File: src/rtl/sbsl_pkg.sv
// Package for the star brightness sorted list: payload structs, config indexes,
// constants and the front-to-back command struct. No dependencies.
package sbsl_pkg;

	localparam int LIST_DEPTH = 255;
	localparam int DEPTH_W = 8;
	localparam int ADDR_W = 9;
	localparam int MEM_DEPTH = 2 * LIST_DEPTH;
	localparam logic [7:0] RANK_NONE = 8'd255;

	localparam logic [2:0] CFG_TAN_X = 3'd0;
	localparam logic [2:0] CFG_TAN_Y = 3'd1;
	localparam logic [2:0] CFG_BASE_VAR = 3'd2;
	localparam logic [2:0] CFG_NOISE_VAR = 3'd3;
	localparam logic [2:0] CFG_LIMIT = 3'd4;

	typedef struct packed {
		logic mode;
		logic list_sel;
		logic signed [15:0] pos_x;
		logic signed [15:0] pos_y;
		logic [15:0] brightness;
		logic [7:0] rank_query;
	} in_item_t;

	typedef struct packed {
		logic valid_res;
		logic [7:0] rank;
		logic signed [31:0] dir_x;
		logic signed [31:0] dir_y;
		logic signed [31:0] dir_z;
		logic [31:0] spread;
		logic [15:0] star_bright;
		logic [15:0] arrival;
		logic signed [15:0] star_pos_x;
		logic signed [15:0] star_pos_y;
		logic [7:0] list_size;
	} out_item_t;

	// stored list entry
	typedef struct packed {
		logic [31:0] dir_x;
		logic [31:0] dir_y;
		logic [31:0] dir_z;
		logic [31:0] spread;
		logic [15:0] bright;
		logic [15:0] arrival;
		logic [15:0] pos_x;
		logic [15:0] pos_y;
	} entry_t;

	// command handed from front to back
	typedef struct packed {
		logic mode;
		logic list_sel;
		logic [7:0] rank_query;
		entry_t ent;
	} cmd_t;

	typedef enum logic [3:0] {
		F_IDLE, F_MULJ, F_MULK, F_SQJ, F_SQK, F_SQRT, F_DIV, F_MULY, F_MULZ,
		F_QUO, F_DONE
	} front_state_t;

	typedef enum logic [3:0] {
		B_IDLE, B_RDREQ, B_RDWAIT, B_SCAN, B_SCANW, B_SHIFT, B_SHIFTW, B_WRITE,
		B_OUT
	} back_state_t;

endpackage

File: src/rtl/sbsl_queue.sv
// Two-entry command queue between front and back. Depends on sbsl_pkg.
module sbsl_queue (
	input  logic clk,
	input  logic arst_n,
	input  logic wr_valid,
	output logic wr_ready,
	input  sbsl_pkg::cmd_t wr_data,
	output logic rd_valid,
	input  logic rd_ready,
	output sbsl_pkg::cmd_t rd_data
);
	sbsl_pkg::cmd_t mem_q [2];
	logic wp_q, rp_q;
	logic [1:0] cnt_q;
	logic do_wr, do_rd;

	assign wr_ready = (cnt_q != 2'd2);
	assign rd_valid = (cnt_q != 2'd0);
	assign rd_data = mem_q[rp_q];
	assign do_wr = wr_valid && wr_ready;
	assign do_rd = rd_valid && rd_ready;

	always_ff @(posedge clk or negedge arst_n) begin
		if (!arst_n) begin
			wp_q <= 1'b0;
			rp_q <= 1'b0;
			cnt_q <= '0;
		end else begin
			if (do_wr) wp_q <= ~wp_q;
			if (do_rd) rp_q <= ~rp_q;
			cnt_q <= cnt_q + 2'(do_wr) - 2'(do_rd);
		end
	end

	always_ff @(posedge clk) begin
		if (do_wr) mem_q[wp_q] <= wr_data;
	end
endmodule

File: config.mk
export PLATFORM = sky130hd
export DESIGN_NAME = sbsl_queue
export DESIGN_NICKNAME = d
export VERILOG_FILES = /design/src/rtl/sbsl_pkg.sv /design/src/rtl/sbsl_queue.sv
export SDC_FILE = /design/constraint.sdc
export NUM_CORES = 1
export LEC_CHECK = 0
export BUFFER_PORTS_ARGS = -buffer_cell sky130_fd_sc_hd__buf_2
export CORE_MARGIN = 2
export CORE_UTILIZATION = 45
export DETAILED_ROUTE_END_ITERATION = 8
export PLACE_DENSITY = 0.7
export SLEW_MARGIN = 20
export SYNTH_ARGS = -nofsm -noshare
export SYNTH_HDL_FRONTEND = slang
export SYNTH_SLANG_ARGS = --single-unit
File: constraint.sdc
create_clock -name clk -period 19 [get_ports clk]
set_input_delay 3.8 -clock clk [delete_from_list [all_inputs] [get_ports clk]]
set_output_delay 3.8 -clock clk [all_outputs]
set_load 0.05 [all_outputs]
Yosys cells after proc, flatten, opt, wreduce, memory -nomap -nowiden
Memories as Yosys holds them, arrays and structs flattened. Index checks and enable logic that the tools add are counted. W data, S select, Z words.

Output and inout bits: 204. Input port bits: 206. Bits in writable memories: 404. Register bits after elaboration: 4. Memories kept: 1.

Memory list: mem_q (words 2, bits a word 202, read ports 1, clocked after memory_dff 0, wr ports 1, RTL line sbsl_queue.sv:12) `sbsl_pkg::cmd_t mem_q [2];`.

Bitwise logic cells: 2. Add/sub/neg operators: 2. Reductions and logical operators: 3. Mux-type cells: 2. Eq/ne operators: 1.

Operators with widths (count): $add A2 B1 Y2 (1); $logic_and A1 B1 Y1 (2); $mux W1 (2); $ne A2 B2 Y1 const B (1); $not A1 Y1 (2); $reduce_bool A2 Y1 (1); $sub A2 B1 Y2 (1).

Longest topological paths before layout
Gate-level depths: netlist of the first run.

Word-level depth: 4. Mapped depth: 7. Mapped depth without buffers: 7.

Worst setup path before layout of the first run
OpenSTA, ideal clock, no wires.

Kind: input -> register. Start point: input port wr_valid. End point: memory mem_q[0][0] (netlist bit) (enable). Arrival time: 12.294 ns. Data required time: 18.231 ns. Cell stages on the path: 2. Path slack: 5.938 ns. Cells stage by stage: nand2_1 > nor2_1.

Word-level cells in the longest chain between the ends: 3.

RTL lines: start, declared (RTL line sbsl_queue.sv:5) `input logic wr_valid,`; $logic_and A1 B1 Y1 (RTL line sbsl_queue.sv:20) `assign do_wr = wr_valid && wr_ready;`; $mux W1 (RTL line sbsl_queue.sv:36) `if (do_wr) mem_q[wp_q] <= wr_data;`; $mux W1 (not written as such) (RTL line sbsl_queue.sv:36); end, declared (RTL line sbsl_queue.sv:12).

Every way passes these cells.

==> impl.org, run 1 <==
** Outcome
- Outcome :: completed

** Global routing
- GRT Util Overall :: 0.169
- Maximum number of pins on one net before global-route repair :: 71
- Global-route wire length before repair :: between 40 and 50 mm
- The number of antenna violations at the first check in global routing was 14.
- For this run the aggregate overflow at the end of global routing stands at 0.
- Via count of the first global-routing pass :: 7,860

** Synthesis
- Number of enable-type register cells in the synthesized netlist :: 404
- Synthesis produced 646 cells.
- The largest total area in the synthesized netlist belongs to edfxtp_1.
- Flip-flop and latch count after synthesis :: 408
- Number of library cell types mapped by synthesis :: 17
- After synthesis, the mean cell area works out to 24.0 um^2.
- For this run, asynchronously set or reset flops after synthesis account for 0.00980.
- The share of synthesized area in the top cell type comes to 0.783.
- Post-synthesis instance area :: 15,500 um^2
- The number of nets in the synthesized netlist is 854.
- Proportion of synthesized chip area in sequential cells :: 0.790
- Yosys instantiated no cell more often than edfxtp_1.
- Count of yosys warnings during synthesis :: 0
- Among all flip-flop cells after synthesis, the most frequent one is edfxtp_1.
- Ranked by total cell area, the synthesized netlist is headed by edfxtp_1 (78%), mux2_4 (16%), mux2_2 (2.3%).
- The commonest cells after synthesis are edfxtp_1 (404), mux2_4 (170), mux2_2 (32).

** Power
- In this run the static leakage power is 7.71 nW.
- For this design the ratio of total power to cell area is 189 nW/um^2.
- Max IR drop VDD :: 112 uV

** STA
- The count of final hold-check violations was 0.
- Setup repair after global routing left no endpoint under its margin.
- Worst-case clock skew :: 21.2 ps
- In this run the tightest slew margin relative to its limit is 0.317.
- The final number of max-transition violations is 0.
- Tmin final :: 7660 ps
- Worst hold margin :: 517 ps
- Summed over all failing endpoints, the final setup total negative slack is 0 ps.
- Static timing analysis puts the maximum clock frequency at around 130 MHz.
- Setup violations remaining at the end of the flow were counted as 0.
- Of the available clock period, the critical path in the final layout requires 0.403.
- For the pin with the worst max-slew slack, the measured transition is 1020 ps.

** Detailed routing
- Remaining routing DRC violations :: 0
- Vias/cell :: 4.85
- Summed over all layers, the routed wires come to 31.3 mm.
- Routed len/inst :: 19.8 um
- In this run, the number of DRC markers left after iteration 0 of detailed routing was 399.
- Once detail routing completed, the nets flagged for antenna violations numbered 0.
- Routed vias :: 7,656
- Count of TritonRoute iterations in the first routing pass :: 6

** CTS
- Number of buffers on the longest clock path :: 3
- For this design, the CTS-stage hold fixing added 0 buffers.
- After clock tree synthesis, the setup repair step added 0 buffers.
- The clock drives 408 sinks.
- Clock-pin slew was measured on the worst setup and hold paths at 60 ps.
- In this run, CTS created clock tree buffers numbering 44.
- CTS H-Tree Depth :: 2
- The root buffer cell chosen for the clock tree is clkbuf_16.
- Gates resized during post-CTS repair numbered 0.
- Worst skew pair latency :: ~530 ps
- TritonCTS clock tree :: yes

** Final layout
- Count of filler cells inserted in the layout :: 2,580
- The net count of the finished layout is 1,295.
- Once layout is complete, the utilization of the core stands at 0.575.
- Post-route design area :: approximately 19,000 um^2
- Layout-stage area growth over the synthesis result :: 25.1%
- In the final layout, the share of cells above drive strength 1 is 0.613.
- Non-filler cells in the finished layout :: 1,578

** Critical path
- Sort of element at the end of the critical path :: primary output
- Critical path data arrival time :: 3860 ps
- STA classifies the critical path startpoint as a flip-flop.
- Startpoint of the worst setup timing path :: rp_q
- R2R Path End :: mem_q[0][190]
- Counting cells, the worst reg-to-reg path comes to 5.
- Setup slack on the worst reg-to-reg path comes out at 15,700 ps.
- Setup Crit Path Kind :: reg -> out
- Data on the critical path is required at its endpoint by 15,200 ps.
- The worst register-to-register path begins at cnt_q[1].
- Along the worst path, the maximum fanout reaches 56.

** Job
- Max-Cap Viols :: 0

** Floorplan
- Number of placed I/O pins :: 410
- Die area :: roughly 36,000 um^2
- Placeable Area :: 33,700 um^2
- Cell Rows :: 67
- The initial utilization of the core area, before any placement, comes to 0.459.
- Die Span X :: 190 um
- The floorplan step set the die height to 190 um.

** Hold path
- The path with the worst hold slack has its endpoint at cnt_q[0].
- Path category of the worst min-delay check :: reg -> reg
- Hold_sp :: cnt_q[0]
- Along the worst hold path, the cell count comes to 1.

** Placed design
- Global placement routability congestion :: between 0.7 and 0.8
- After detailed placement, the total cell area comes to 17,900 um^2.
- In this run, placement finished with an instance count of 1,489.
- Once detailed placement completed, the half-perimeter wirelength came to 21.0 mm.
- Number of buffer cells added on primary ports :: 409
## state kept, by name, summed over array words and instances (netlist names)
signal	cells
mem_q	404
cnt_q	2
rp_q	1
wp_q	1
## through the flow
stage               power (mW)  setup WS [ps]
finish                    3.67          11340
global route              3.81          11110
CTS                       3.71          11230
detailed placement        2.87          11810
global placement          2.86          11900
floorplan                 2.64           5940
## cell families after synthesis
logic type               Yosys count  share of synthesized area
multiplexers                     202                      0.188
XOR/XNOR                           4                    0.00226
flip-flops                       408                      0.790
AND/OR/NAND/NOR                    6                    0.00210
adder cells (fa/ha/maj)            2                    0.00162
buffers and inverters             24                     0.0160
## worst max-delay path by stage
stage	endpoint	slack, ps
after floorplan	mem_q[0][0]	5940
after global placement	rd_data[1]	11900
after detailed placement	rd_data[0]	11810
after CTS	rd_data[1]	11230
after global routing	rd_data[201]	11110
final	rd_data[1]	11340
## critical path, cell delays in order (launching register included)
cell and delay, ps:
dfrtp_4 860, buf_4 870, buf_4 900, mux2_2 430
buf_2 210
## routing by layer
layer,track usage,routed length (um)
met2,0.278,15300
met5,0,65
met1,0.206,11700
met3,0.0588,3280
met4,0.0638,946
## power by group
| group | internal (mW) | switching, mW |
|---|---|---|
| Sequential | 1.23 | 0.0726 |
| Clock | 0.501 | 0.325 |
| Combinational | 0.471 | 1.06 |
## cells in the final DEF, fill, tap and decap left out
cell type   count
and2_1          1
and3_4          1
buf_2         409
buf_4           9
bufinv_16       5
clkbuf_1        8
clkbuf_16      45
clkinv_1        8
clkinv_2        7
clkinv_4        1
clkinvlp_4      2
dfrtp_1         3
dfrtp_4         1
diode_2        11
edfxtp_1      404
ha_1            2
inv_1           1
inv_6           2
mux2_2         32
mux2_4        170
nand2_1         1
nand2b_1        1
nor2_4          1
or2_2           1
xnor2_1         3
xor2_1          1
## cell type report
cell class	count	area (um^2)	area share
Timing Repair Buffer	418	2110	0.109
Clock inverter	25	256	0.0132
Inverter	1	3.75	0.000194
Clock buffer	53	1160	0.0597
Multi-Input combinational cell	214	3020	0.156
Sequential cell	408	12200	0.632
Antenna cell	11	27.5	0.00142
Tap cell	448	561	0.0289
Note: power is estimated with default switching activity, not from simulation.
==> inputs of run 2 (changes only) <==
clock period = 7.5 ns   (was 19 ns; I/O delays follow)
==> impl.org, run 2 (synthesis gave the netlist of run 1 again) <==
** Critical path
- In this run the worst path has a maximum fanout of 60.
- Worst setup endpoint :: rd_data[8]
- Data on the critical path arrives at its endpoint at 2820 ps.
- Worst r2r src :: cnt_q[1]
- Cell with the largest stage delay on the worst path :: buf_4
- STA classifies the critical path endpoint as a primary output.
- The number of buffers and inverters on the critical path is 2.
- The largest single stage delay on the critical path is 910 ps.
- The worst register-to-register path ends at mem_q[1][32].
- Setup Crit Path Kind :: reg -> out
- STA puts the critical path data required time at 6000 ps.
- In this run the worst setup path begins at rp_q.
- The worst setup path is launched from a flip-flop.
- Grouping stages by cell kind, the critical path spends the most delay in buffers and inverters.
- WP depth :: 3
- Worst-path cell chain :: buf_4 > mux2_2 > buf_2
- Setup slack on the worst reg-to-reg path comes out at 5050 ps.
- Measured in cells, the most critical reg-to-reg path has a length of 3.

** CTS
- The number of setup buffers added after CTS is 0.
- For this design, the CTS-stage hold fixing added 0 buffers.
- Number of CTS-inserted buffers :: 42
- TritonCTS clock tree :: yes
- CTS placed an instance of clkbuf_16 at the clock tree root.
- Worst skew pair latency :: approximately 530 ps
- Post-cts resize count :: 0
- Number of buffers on the longest clock path :: 3
- Clock transition at the register clock pins on the worst setup and hold paths after CTS :: 60 ps
- The H-tree generated during clock tree synthesis spans 2 levels.
- The tree built by TritonCTS fans out to 408 sinks.

** Final layout
- Layout-stage area growth over the synthesis result :: 24.5%
- Fraction of layout cells with a size suffix above 1 :: 0.612
- Top flop regs :: mem_q: 404 flops, cnt_q: 2 flops
- Number of flip-flops under the largest register name :: between 400 and 500
- Post-route design area :: about 19,000 um^2
- In the layout the commonest cells are buf_2 (409), edfxtp_1 (404), mux2_4 (170).
- Total Nets Final :: 1,290
- Commonest non-fill, non-tap cell in the layout :: buf_2
- Counting flops per register, the top entry is mem_q.
- For this run, the number of standard cells in the final layout without fillers is 1,564.

** STA
- The final number of max-transition violations came to 0.
- In this run the tightest slew margin relative to its limit is 0.275.
- Hold timing on the final database bottoms out at a slack of around 530 ps.
- Final hold vios :: 0
- For this run, the top clock speed supported by timing is 232 MHz.
- Total Neg Setup Slack :: 0 ps
- RSZ-0062 raised after global routing :: false
- For the final database, setup skew stands at 16.1 ps.
- Tmin final :: 4320 ps
- Setup Viol. Count Final :: 0
- Portion of the clock cycle consumed by the worst path in the final layout :: 0.575
- Transition at the pin with the smallest max-transition slack :: 1090 ps

** Detailed routing
- Summing over every cut layer, the via total after detailed routing is 7,536.
- Summed over all layers, the routed wires come to 30.2 mm.
- After detailed routing, the met2 layer carries 15.1 mm of wire.
- In this run the top signal layer used is met5.
- For this run, design rule violations remaining after detail routing come to 0.
- After detailed routing, the average wire length per cell comes to 19.3 um.
- Number of nets with antenna violations after detailed routing :: 0
- Routed wl met3 :: 3.30 mm
- For this block, the initial DRC count from the detailed router was between 400 and 500.
- Before antenna repair, the detailed router went through 4 iterations.
- For this block, wires on met1 add up to 11.1 mm.
- In the routed layout, each cell is associated on average with a via count of 4.82.

** Placed design
- The congestion estimate from routability-driven global placement came to 0.741.
- Cell count after placement :: 1,486
- Detailed placement finished with a half-perimeter wire length of 20.1 mm.
- The count of buffers added on input and output ports is 409.
- The placed instances occupy a cell area of 17,900 um^2.

** Global routing
- Via count of the first global-routing pass :: between 7,000 and 8,000
- The first global-routing pass estimated 45.3 mm of wire.
- GRT Util Overall :: 0.166
- The number of antenna violations at the first check in global routing came to 8.
- Remaining Overflow, GRT :: 0
- Maximum number of pins on one net before global-route repair :: 120

** Floorplan
- Height of the die :: about 190 um
- Die area :: 35,900 um^2
- The initial utilization of the core area, before any placement, comes to 0.459.
- Placeable Area :: 33,700 um^2
- Measured along the x axis, the die boundary spans approximately 190 um.
- In this run the count of I/O pins placed on the die edge is 410.
- In this run the core area contains 67 standard-cell rows.

** Job
- Max-cap violations in this run came to 0.

** Power
- Power density over the cells :: between 400 and 500 nW/um^2
- The worst-case IR drop observed on VDD is around 310 uV.
- For this design the static power due to leakage is 7.66 nW.
- Clock power frac :: 0.217
- Internal power comes to 5.52 mW.
- The share of total power dissipated in sequential elements is 0.355.
- Combinational Power Share :: 0.428
- Net switching power of the design :: approximately 3.7 mW
- Of the total power, the share spent switching nets is 0.401.

** Outcome
- Outcome :: completed

** Hold path
- Path category of the worst min-delay check :: reg -> reg
run 2: cell count changes in the layout (fill, tap and decap cells not counted), moves of 2 or more:
cell       previous run  this run
buf_4                 9         3
diode_2              11         4
buf_12                0         3
clkbuf_16            45        43
clkinv_1              8         6
run 2: worst min path at each step:
stage / startpoint / to / slack, ps / depth (start not counted)
after global placement: cnt_q[0] / cnt_q[0] / 500 / 1
after floorplan: wp_q / wp_q / 480 / 1
after CTS: cnt_q[0] / cnt_q[0] / 540 / 1
after detailed placement: cnt_q[0] / cnt_q[0] / 520 / 1
final: cnt_q[0] / cnt_q[0] / 530 / 1
after global routing: cnt_q[0] / cnt_q[0] / 560 / 1
run 2: per-layer routing:
metal  global-route usage  vias to the layer above
met5                    0                        -
met4               0.0572                        6
met3               0.0745                       64
met2                0.279                      322
met1                0.188                     3686
li1                     -                     3458
run 2: power groups by stage:
stage,logic (mW),registers (mW),clock network [mW]
after global placement,3.96,3.29,0
after detailed placement,3.97,3.32,0
final,3.94,3.27,2.00
after CTS,3.98,3.27,2.05
after floorplan,3.30,3.36,0
after global routing,4.11,3.32,2.13
run 2: metrics by stage:
stage               total power, mW  worst slack (ps)  utilization
global route                   9.56              3050        0.572
CTS                            9.31              3140        0.572
finish                         9.21              3180        0.572
detailed placement             7.29              3720        0.533
global placement               7.25              3710        0.533
floorplan                      6.66               162            -
run 2: worst register-to-register path, stage by stage, from the launching register on:
cell	delay [ps]
dfrtp_1	400
nand2b_1	110
and3_4	650
buf_4	840
run 2: cell type report:
type                            count  area, um^2
Timing Repair Buffer              415        2130
Sequential cell                   408       12200
Inverter                            1        3.75
Tap cell                          448         561
Clock inverter                     23         223
Multi-Input combinational cell    214        3020
Clock buffer                       51        1110
Fill cell                        2586       14400
Antenna cell                        4        10.0
